`config.mk`:
```
export PLATFORM = sky130hd
export DESIGN_NAME = capture_period_frequency_meter
export DESIGN_NICKNAME = d
export VERILOG_FILES = /design/src/rtl/cpfm_pkg.sv /design/src/rtl/cpfm_divider.sv /design/src/rtl/capture_period_frequency_meter.sv
export SDC_FILE = /design/constraint.sdc
export NUM_CORES = 1
export LEC_CHECK = 0
export ABC_CLOCK_PERIOD_IN_PS = 7380
export BUFFER_PORTS_ARGS = -buffer_cell sky130_fd_sc_hd__buf_2
export CAP_MARGIN = 10
export CORE_ASPECT_RATIO = 1.1
export CORE_MARGIN = 4
export CORE_UTILIZATION = 60
export CTS_CLUSTER_DIAMETER = 100
export DETAILED_ROUTE_END_ITERATION = 10
export MAX_ROUTING_LAYER = met4
export PLACE_DENSITY = 0.91
export SETUP_SLACK_MARGIN = 0.05
export SYNTH_ARGS = -nofsm -noshare
export SYNTH_HDL_FRONTEND = slang
export SYNTH_SLANG_ARGS = --single-unit
```
`constraint.sdc`:
```
create_clock -name clk -period 7.38 [get_ports clk]
set_input_delay 1.107 -clock clk [delete_from_list [all_inputs] [get_ports clk]]
set_output_delay 1.107 -clock clk [all_outputs]
set_load 0.02 [all_outputs]
```
`src/rtl/cpfm_pkg.sv`:
```
`default_nettype none

package cpfm_pkg;

	// Width of the free-running capture timer.
	localparam int CounterBits = 16;

	localparam int HzBits  = 32;
	localparam int DivBits = 17;
	localparam int QuoBits = 32;
	localparam int CntBits = $clog2(QuoBits);

	localparam logic [HzBits-1:0]  ClockHzReset  = 32'd2000000;
	localparam logic [DivBits-1:0] ClockDivReset = 17'd31;

	// Operation codes carried in tuser.
	localparam logic OP_CAPTURE = 1'b0;
	localparam logic OP_READ    = 1'b1;

	// Configuration register indexes.
	localparam logic CFG_CLOCK_HZ  = 1'b0;
	localparam logic CFG_CLOCK_DIV = 1'b1;

	typedef enum logic [1:0] {
		ST_IDLE,
		ST_RATE,
		ST_FREQ
	} state_t;

	// Handshake between the sequencer and the serial divider.
	typedef struct packed {
		logic start;
	} div_req_t;

	typedef struct packed {
		logic done;
	} div_rsp_t;

endpackage

`default_nettype wire

```
`src/rtl/cpfm_divider.sv`:
```
`default_nettype none

// Restoring divider that retires one quotient bit per cycle.
module cpfm_divider
	import cpfm_pkg::*;
(
	input  wire logic               clk,
	input  wire logic               arst_n,
	input  wire div_req_t           req,
	input  wire logic [QuoBits-1:0] dividend,
	input  wire logic [DivBits-1:0] divisor,
	output div_rsp_t                rsp,
	output logic      [QuoBits-1:0] quotient
);

	logic [QuoBits-1:0] quo_q;
	logic [DivBits-1:0] rem_q;
	logic [DivBits-1:0] dsr_q;
	logic [CntBits-1:0] cnt_q;
	logic               busy_q;
	logic               done_q;

	logic [DivBits:0]   trial;
	logic [DivBits+1:0] diff;
	logic               fits;

	// The partial remainder stays below the divisor, so the shifted trial value
	// needs one bit more than the divisor and the difference one more for the borrow.
	assign trial = {rem_q, quo_q[QuoBits-1]};
	assign diff  = {1'b0, trial} - {2'b00, dsr_q};
	assign fits  = !diff[DivBits+1];

	always_ff @(posedge clk or negedge arst_n) begin
		if (!arst_n) begin
			busy_q <= 1'b0;
			done_q <= 1'b0;
			cnt_q  <= '0;
		end else begin
			done_q <= 1'b0;
			if (req.start) begin
				busy_q <= 1'b1;
				cnt_q  <= '0;
			end else if (busy_q) begin
				cnt_q <= cnt_q + 1'b1;
				if (cnt_q == CntBits'(QuoBits - 1)) begin
					busy_q <= 1'b0;
					done_q <= 1'b1;
				end
			end
		end
	end

	always_ff @(posedge clk) begin
		if (req.start) begin
			quo_q <= dividend;
			rem_q <= '0;
			dsr_q <= divisor;
		end else if (busy_q) begin
			quo_q <= {quo_q[QuoBits-2:0], fits};
			rem_q <= fits ? diff[DivBits-1:0] : trial[DivBits-1:0];
		end
	end

	assign rsp.done = done_q;
	assign quotient = quo_q;

endmodule

`default_nettype wire

```
`src/rtl/capture_period_frequency_meter.sv`:
```
// A read returns its transfer on the output in the cycle after it is accepted.
// A capture that completes a pair closes the input while the bit-serial divider runs twice
// (tick rate, then frequency); other captures leave the input open.
// Throughput: one item at a time; the input stays stalled while a division runs.
// Reset (arst_n low, asynchronous): no pair pending, frequency zero, output empty,
// clock_hz = 2000000, clock_divisor = 31.
`default_nettype none

module capture_period_frequency_meter
	import cpfm_pkg::*;
(
	input  wire logic        clk,
	input  wire logic        arst_n,
	// Configuration write port.
	input  wire logic        cfg_we,
	input  wire logic        cfg_index,
	input  wire logic [31:0] cfg_data,
	// Input stream.
	input  wire logic        s_axis_tvalid,
	output logic             s_axis_tready,
	input  wire logic [15:0] s_axis_tdata,   // [15:0] capture_value
	input  wire logic        s_axis_tuser,   // [0] operation
	// Output stream.
	output logic             m_axis_tvalid,
	input  wire logic        m_axis_tready,
	output logic      [31:0] m_axis_tdata    // [31:0] frequency_hz
);

	// Configuration registers.
	logic [HzBits-1:0]  clock_hz_q;
	logic [DivBits-1:0] clock_div_q;

	// Measurement state.
	logic                   awaiting_q;
	logic [CounterBits-1:0] first_q;
	logic [CounterBits-1:0] elapsed_q;
	logic [QuoBits-1:0]     freq_q;

	// Output register.
	logic               out_valid_q;
	logic [QuoBits-1:0] out_data_q;

	state_t state_q, state_d;

	div_req_t           div_req;
	div_rsp_t           div_rsp;
	logic [QuoBits-1:0] div_dividend;
	logic [DivBits-1:0] div_divisor;
	logic [QuoBits-1:0] div_quotient;

	logic                   in_xfer;
	logic                   is_read;
	logic [CounterBits-1:0] cap;
	logic                   pair_done;
	logic [DivBits-1:0]     eff_div;

	assign cap     = s_axis_tdata[CounterBits-1:0];
	assign in_xfer = s_axis_tvalid && s_axis_tready;
	assign is_read = (s_axis_tuser == OP_READ);

	// A second capture that differs from the first closes the pair and starts the math.
	assign pair_done = in_xfer && !is_read && awaiting_q && (cap != first_q);

	// A divisor of zero is taken as one.
	assign eff_div = (clock_div_q == '0) ? DivBits'(1) : clock_div_q;

	always_ff @(posedge clk or negedge arst_n) begin
		if (!arst_n) begin
			clock_hz_q  <= ClockHzReset;
			clock_div_q <= ClockDivReset;
		end else if (cfg_we) begin
			unique case (cfg_index)
				CFG_CLOCK_HZ:  clock_hz_q  <= cfg_data;
				CFG_CLOCK_DIV: clock_div_q <= cfg_data[DivBits-1:0];
				default:       ;
			endcase
		end
	end

	// Next-state logic: idle, then tick rate = clock_hz / divisor, then
	// frequency = tick rate / elapsed ticks.
	always_comb begin
		state_d = state_q;
		unique case (state_q)
			ST_IDLE: if (pair_done) state_d = ST_RATE;
			ST_RATE: if (div_rsp.done) state_d = ST_FREQ;
			ST_FREQ: if (div_rsp.done) state_d = ST_IDLE;
			default: state_d = ST_IDLE;
		endcase
	end

	// Output logic: the input is open only when idle and the output register
	// is free or being emptied in this cycle.
	always_comb begin
		s_axis_tready = 1'b0;
		div_req.start = 1'b0;
		div_dividend  = clock_hz_q;
		div_divisor   = eff_div;
		unique case (state_q)
			ST_IDLE: begin
				s_axis_tready = !out_valid_q || m_axis_tready;
				div_req.start = pair_done;
			end
			ST_RATE: begin
				div_req.start = div_rsp.done;
				div_dividend  = div_quotient;
				div_divisor   = {{(DivBits - CounterBits){1'b0}}, elapsed_q};
			end
			ST_FREQ: ;
			default: ;
		endcase
	end

	always_ff @(posedge clk or negedge arst_n) begin
		if (!arst_n) begin
			state_q     <= ST_IDLE;
			awaiting_q  <= 1'b0;
			first_q     <= '0;
			freq_q      <= '0;
			out_valid_q <= 1'b0;
		end else begin
			state_q <= state_d;
			// A new read refills the output register; otherwise a taken result empties it.
			if (in_xfer && is_read) begin
				out_valid_q <= 1'b1;
			end else if (m_axis_tready) begin
				out_valid_q <= 1'b0;
			end
			if (in_xfer) begin
				if (is_read) begin
					// A read hands out the stored value and clears it.
					freq_q <= '0;
				end else if (!awaiting_q) begin
					first_q    <= cap;
					awaiting_q <= 1'b1;
				end
				// Equal captures leave the first one in place and keep waiting.
			end
			if (state_q == ST_FREQ && div_rsp.done) begin
				freq_q     <= div_quotient;
				awaiting_q <= 1'b0;
			end
		end
	end

	always_ff @(posedge clk) begin
		if (in_xfer && is_read) begin
			out_data_q <= freq_q;
		end
		// The subtraction wraps at the counter width, which covers a rolled-over timer.
		if (pair_done) begin
			elapsed_q <= cap - first_q;
		end
	end

	cpfm_divider u_divider (
		.clk      (clk),
		.arst_n   (arst_n),
		.req      (div_req),
		.dividend (div_dividend),
		.divisor  (div_divisor),
		.rsp      (div_rsp),
		.quotient (div_quotient)
	);

	assign m_axis_tvalid = out_valid_q;
	assign m_axis_tdata  = out_data_q;

endmodule

`default_nettype wire

```
==> qor.log <==
[sta] Worst Slack Setup Final 3110 ps
[power_and_ir_drop] power density over the cells 222 nW/um^2
[yosys] sequential share of the synthesized area 58.8%
[placed_design] post-detail-place hpwl 15.3 mm
[global_routing] GRT met1 Usage 29.3%
[yosys] post-synthesis register bit count 222
[drt] final antenna-violating net count 0
[worst_setup_path] category of the critical setup timing path in2reg
[final_layout] final net count 1086
[worst_setup_path] slowest cell delay on critical path 840 ps
[global_routing] met3 capacity usage during global routing 4.04%
[placed_design] Placer Congestion 0.911
[drt] vias per inst 6.11
[clocking] clock tree from TritonCTS built
[worst_setup_path] required time of the critical path 7540 ps
[worst_setup_path] worst path cell trace buf_2, ha_1, nand4_1, nor4_1, a21o_1, and2_1, buf_4, nand2_1, nand2_1, buf_4
[sta] Slew HR 30.7%
[clocking] Bufs on Longest Clock Path 3
[global_routing] wire length of the first global-routing pass 37.5 mm
[power_and_ir_drop] Max IR drop VDD 0.251 mV
[min_path] worst hold-check path type reg2reg
[sta] worst clock skew 14.4 ps
[drt] wire length reported by the detailed router 23.3 mm
[die] Die ar. 19100 sq um
[worst_setup_path] maximum net fanout on the critical path 32
[yosys] async set-reset flop share out of synthesis 48.6%
[global_routing] GRT Total Usage 25.1%
[yosys] mean area per synthesized cell 11.1 sq um
[worst_setup_path] Worst Path Arrival 4430 ps
[sta] Worst Max-Slew Pin Slew 1040 ps
[worst_setup_path] type of element capturing the critical path flip-flop
[clocking] worst skew pair latency 510 ps
[yosys] YS warnings 0
[power_and_ir_drop] LEAKAGE 4.97 nW
[global_routing] number of global-route vias before repair 7422
[yosys] post-synthesis cell count 915
[worst_setup_path] category of the worst setup path launch point input port
[yosys] number of synthesized flops with an enable pin 97
[sta] timing-limited maximum frequency 234 MHz
[global_routing] overall overflow remaining after global route 0
[clocking] number of CTS-inserted buffers 22
[sta] number of endpoints failing setup at the final stage 0
[yosys] Post-Syn Nets 1006
[clocking] number of cells upsized or downsized after cts 0
[worst_setup_path] standard cell with the maximum stage delay on the critical path sky130_fd_sc_hd__and2_1
[yosys] main area contributors after synthesis sky130_fd_sc_hd__edfxtp_1 (29%), sky130_fd_sc_hd__dfrtp_1 (24%), sky130_fd_sc_hd__nand2_1 (7.6%), sky130_fd_sc_hd__mux2_2 (5.7%), sky130_fd_sc_hd__ha_1 (4.2%)
[clocking] H-tree depth 1
[clocking] post-cts hold buffer count 0
[die] number of top-level pins 89
[final_layout] commonest non-fill, non-tap cell in the layout sky130_fd_sc_hd__nand2_1
[flow_run] MaxCap Viol Count 0
[yosys] post-synth top area share 28.7%
[sta] number of hold-slack violations in the final timing report 0
[die] die width 132 um
[sta] post-route fraction of the period consumed by the critical path 57.9%
[clocking] clock slew at reported path FFs 60 ps
[die] Initial Util 61.6%
[drt] via count of the routed design 7444
[sta] RSZ-0062 raised after global routing false
[global_routing] maximum number of pins on one net before global-route repair 66
[yosys] cell area after synthesis 10200 sq um
[clocking] number of sinks driven by the clock tree 222
[yosys] post-synth top area cell sky130_fd_sc_hd__edfxtp_1
[final_layout] share of layout cells above drive strength 1 21.0%
[drt] DRC marker count from the first detailed-route iteration 666
[yosys] number of different library cells in the post-synthesis netlist 66
[placed_design] Place WS 2720 ps
[final_layout] fill cell instance count of the final layout 1032
[drt] TritonRoute pass-1 iters 5
[clocking] Clock Root Buffer sky130_fd_sc_hd__clkbuf_16
[die] die height 144 um
[die] number of standard-cell rows in the floorplan 49
[sta] max-slew violation count 0
[die] core box area 16500 sq um
[final_layout] leading cell types in the layout, fill and taps excluded sky130_fd_sc_hd__nand2_1 (205), sky130_fd_sc_hd__edfxtp_1 (97), sky130_fd_sc_hd__dfrtp_1 (96)
[global_routing] Most Crowded Layer GR met2
[sta] sum of negative setup slack 0 ps
[sta] Final min period 4270 ps
[clocking] buffers inserted by post-CTS timing repair 0
[drt] DRC viols 0
[global_routing] met2 usage in global routing 42.6%
[drt] mean routed wirelength per cell 19.1 um
[outcome] status finished clean
[final_layout] Area Overhead vs Synth 12.8%
[yosys] flip-flop cell with the highest count after synthesis sky130_fd_sc_hd__edfxtp_1
[global_routing] number of antenna violations at the first check in global routing 1
[placed_design] count of buffers inserted at the top-level ports 88
==> layer usage <==
layer  part of all wire, %  up-vias  wire length (um)
met5                     0        -                 0
met4                   4.8        0              1110
met3                   6.6      116              1540
met2                    51      354             11800
met1                    38     3586              8810
li1                      -     3388                 -
==> cell families after synthesis <==
kind of cell	share of synthesized area [%]
AND/OR/NAND/NOR	13.2
flip-flops	58.8
AO/OA/AOI/OAI	10.8
buffers and inverters	3.61
multiplexers	6.74
adder cells (fa/ha/maj)	4.58
XOR/XNOR	2.16
==> worst max-delay path: cells and delay by family <==
family,cells,cell delay (ps)
buf+inv,3,950
simple gates,5,1700
compound gates,1,240
fa+ha+maj,1,400
==> Yosys cell counts (6+ instances only) <==
cell,n
sky130_fd_sc_hd__a21o_1,14
sky130_fd_sc_hd__a21oi_1,26
sky130_fd_sc_hd__a22o_1,11
sky130_fd_sc_hd__a31oi_1,8
sky130_fd_sc_hd__and2_1,7
sky130_fd_sc_hd__and3_1,6
sky130_fd_sc_hd__clkbuf_1,33
sky130_fd_sc_hd__dfrtp_1,96
sky130_fd_sc_hd__dfstp_2,12
sky130_fd_sc_hd__dfxtp_1,17
sky130_fd_sc_hd__edfxtp_1,97
sky130_fd_sc_hd__ha_1,34
sky130_fd_sc_hd__inv_1,46
sky130_fd_sc_hd__mux2_2,51
sky130_fd_sc_hd__mux2i_1,11
sky130_fd_sc_hd__nand2_1,205
sky130_fd_sc_hd__nand2b_1,7
sky130_fd_sc_hd__nand3_1,9
sky130_fd_sc_hd__nand4_1,16
sky130_fd_sc_hd__nor2_1,29
sky130_fd_sc_hd__o21ai_0,69
sky130_fd_sc_hd__xnor2_1,16
sky130_fd_sc_hd__xor2_1,9
==> sequential cells by signal (all words and copies together), names as in the netlist <==
name / cells
awaiting_q: 1
clock_div_q: 17
clock_hz_q: 32
elapsed_q: 16
first_q: 16
freq_q: 32
m_axis_tdata: 32
m_axis_tvalid: 1
state_q: 2
u_divider.busy_q: 1
u_divider.cnt_q: 5
u_divider.dsr_q: 17
u_divider.quotient: 32
u_divider.rem_q: 17
u_divider.rsp: 1
==> final cells by class <==
| type | count | area (sq um) | area share, % |
|---|---|---|---|
| timing repair buffer | 98 | 531 | 4.63 |
| multi-input combinational | 603 | 3830 | 33.4 |
| antenna | 3 | 7.51 | 0.0656 |
| clock inverter | 13 | 87.6 | 0.765 |
| inverter | 48 | 180 | 1.57 |
| tap | 204 | 255 | 2.23 |
| sequential | 222 | 5970 | 52.2 |
| clock buffer | 27 | 589 | 5.15 |
==> where the power goes <==
group          leakage, nW  switching, mW  internal (mW)
Clock                0.323          0.472          0.574
Sequential            2.11         0.0355           1.33
Combinational         2.53         0.0615         0.0624
Total                 4.97          0.569           1.97
==> path summary, 6_finish.rpt <==
| path | start | to | slack (ps) | cells past startpoint |
|---|---|---|---|---|
| min in group asynchronous | arst_n | first_q[11]$_DFFE_PN0P_ | 590 | 1 |
| setup reg to reg | first_q[12]$_DFFE_PN0P_ | u_divider.quotient[17]$_DFFE_PP_ | 3440 | 10 |
| setup / recovery | s_axis_tdata[12] | u_divider.quotient[17]$_DFFE_PP_ | 3110 | 10 |
| hold / removal | freq_q[30]$_DFFE_PN0P_ | m_axis_tdata[30]$_DFFE_PP_ | 440 | 0 |
| hold reg to reg | freq_q[30]$_DFFE_PN0P_ | m_axis_tdata[30]$_DFFE_PP_ | 440 | 0 |
| max in group asynchronous | arst_n | freq_q[0]$_DFFE_PN0P_ | 5560 | 2 |
==> metrics by stage <==
step	util, %	area [sq um]	hold WS, ps	cells	power [mW]
floorplan	-	10200	425	915	1.45
global placement	65.1	10700	431	1174	1.50
detailed placement	65.1	10700	433	1174	1.51
CTS	69.2	11400	447	1214	2.55
global route	69.4	11400	453	1216	2.62
finish	69.4	11400	445	1218	2.54
(Power assumes the default switching activity.)
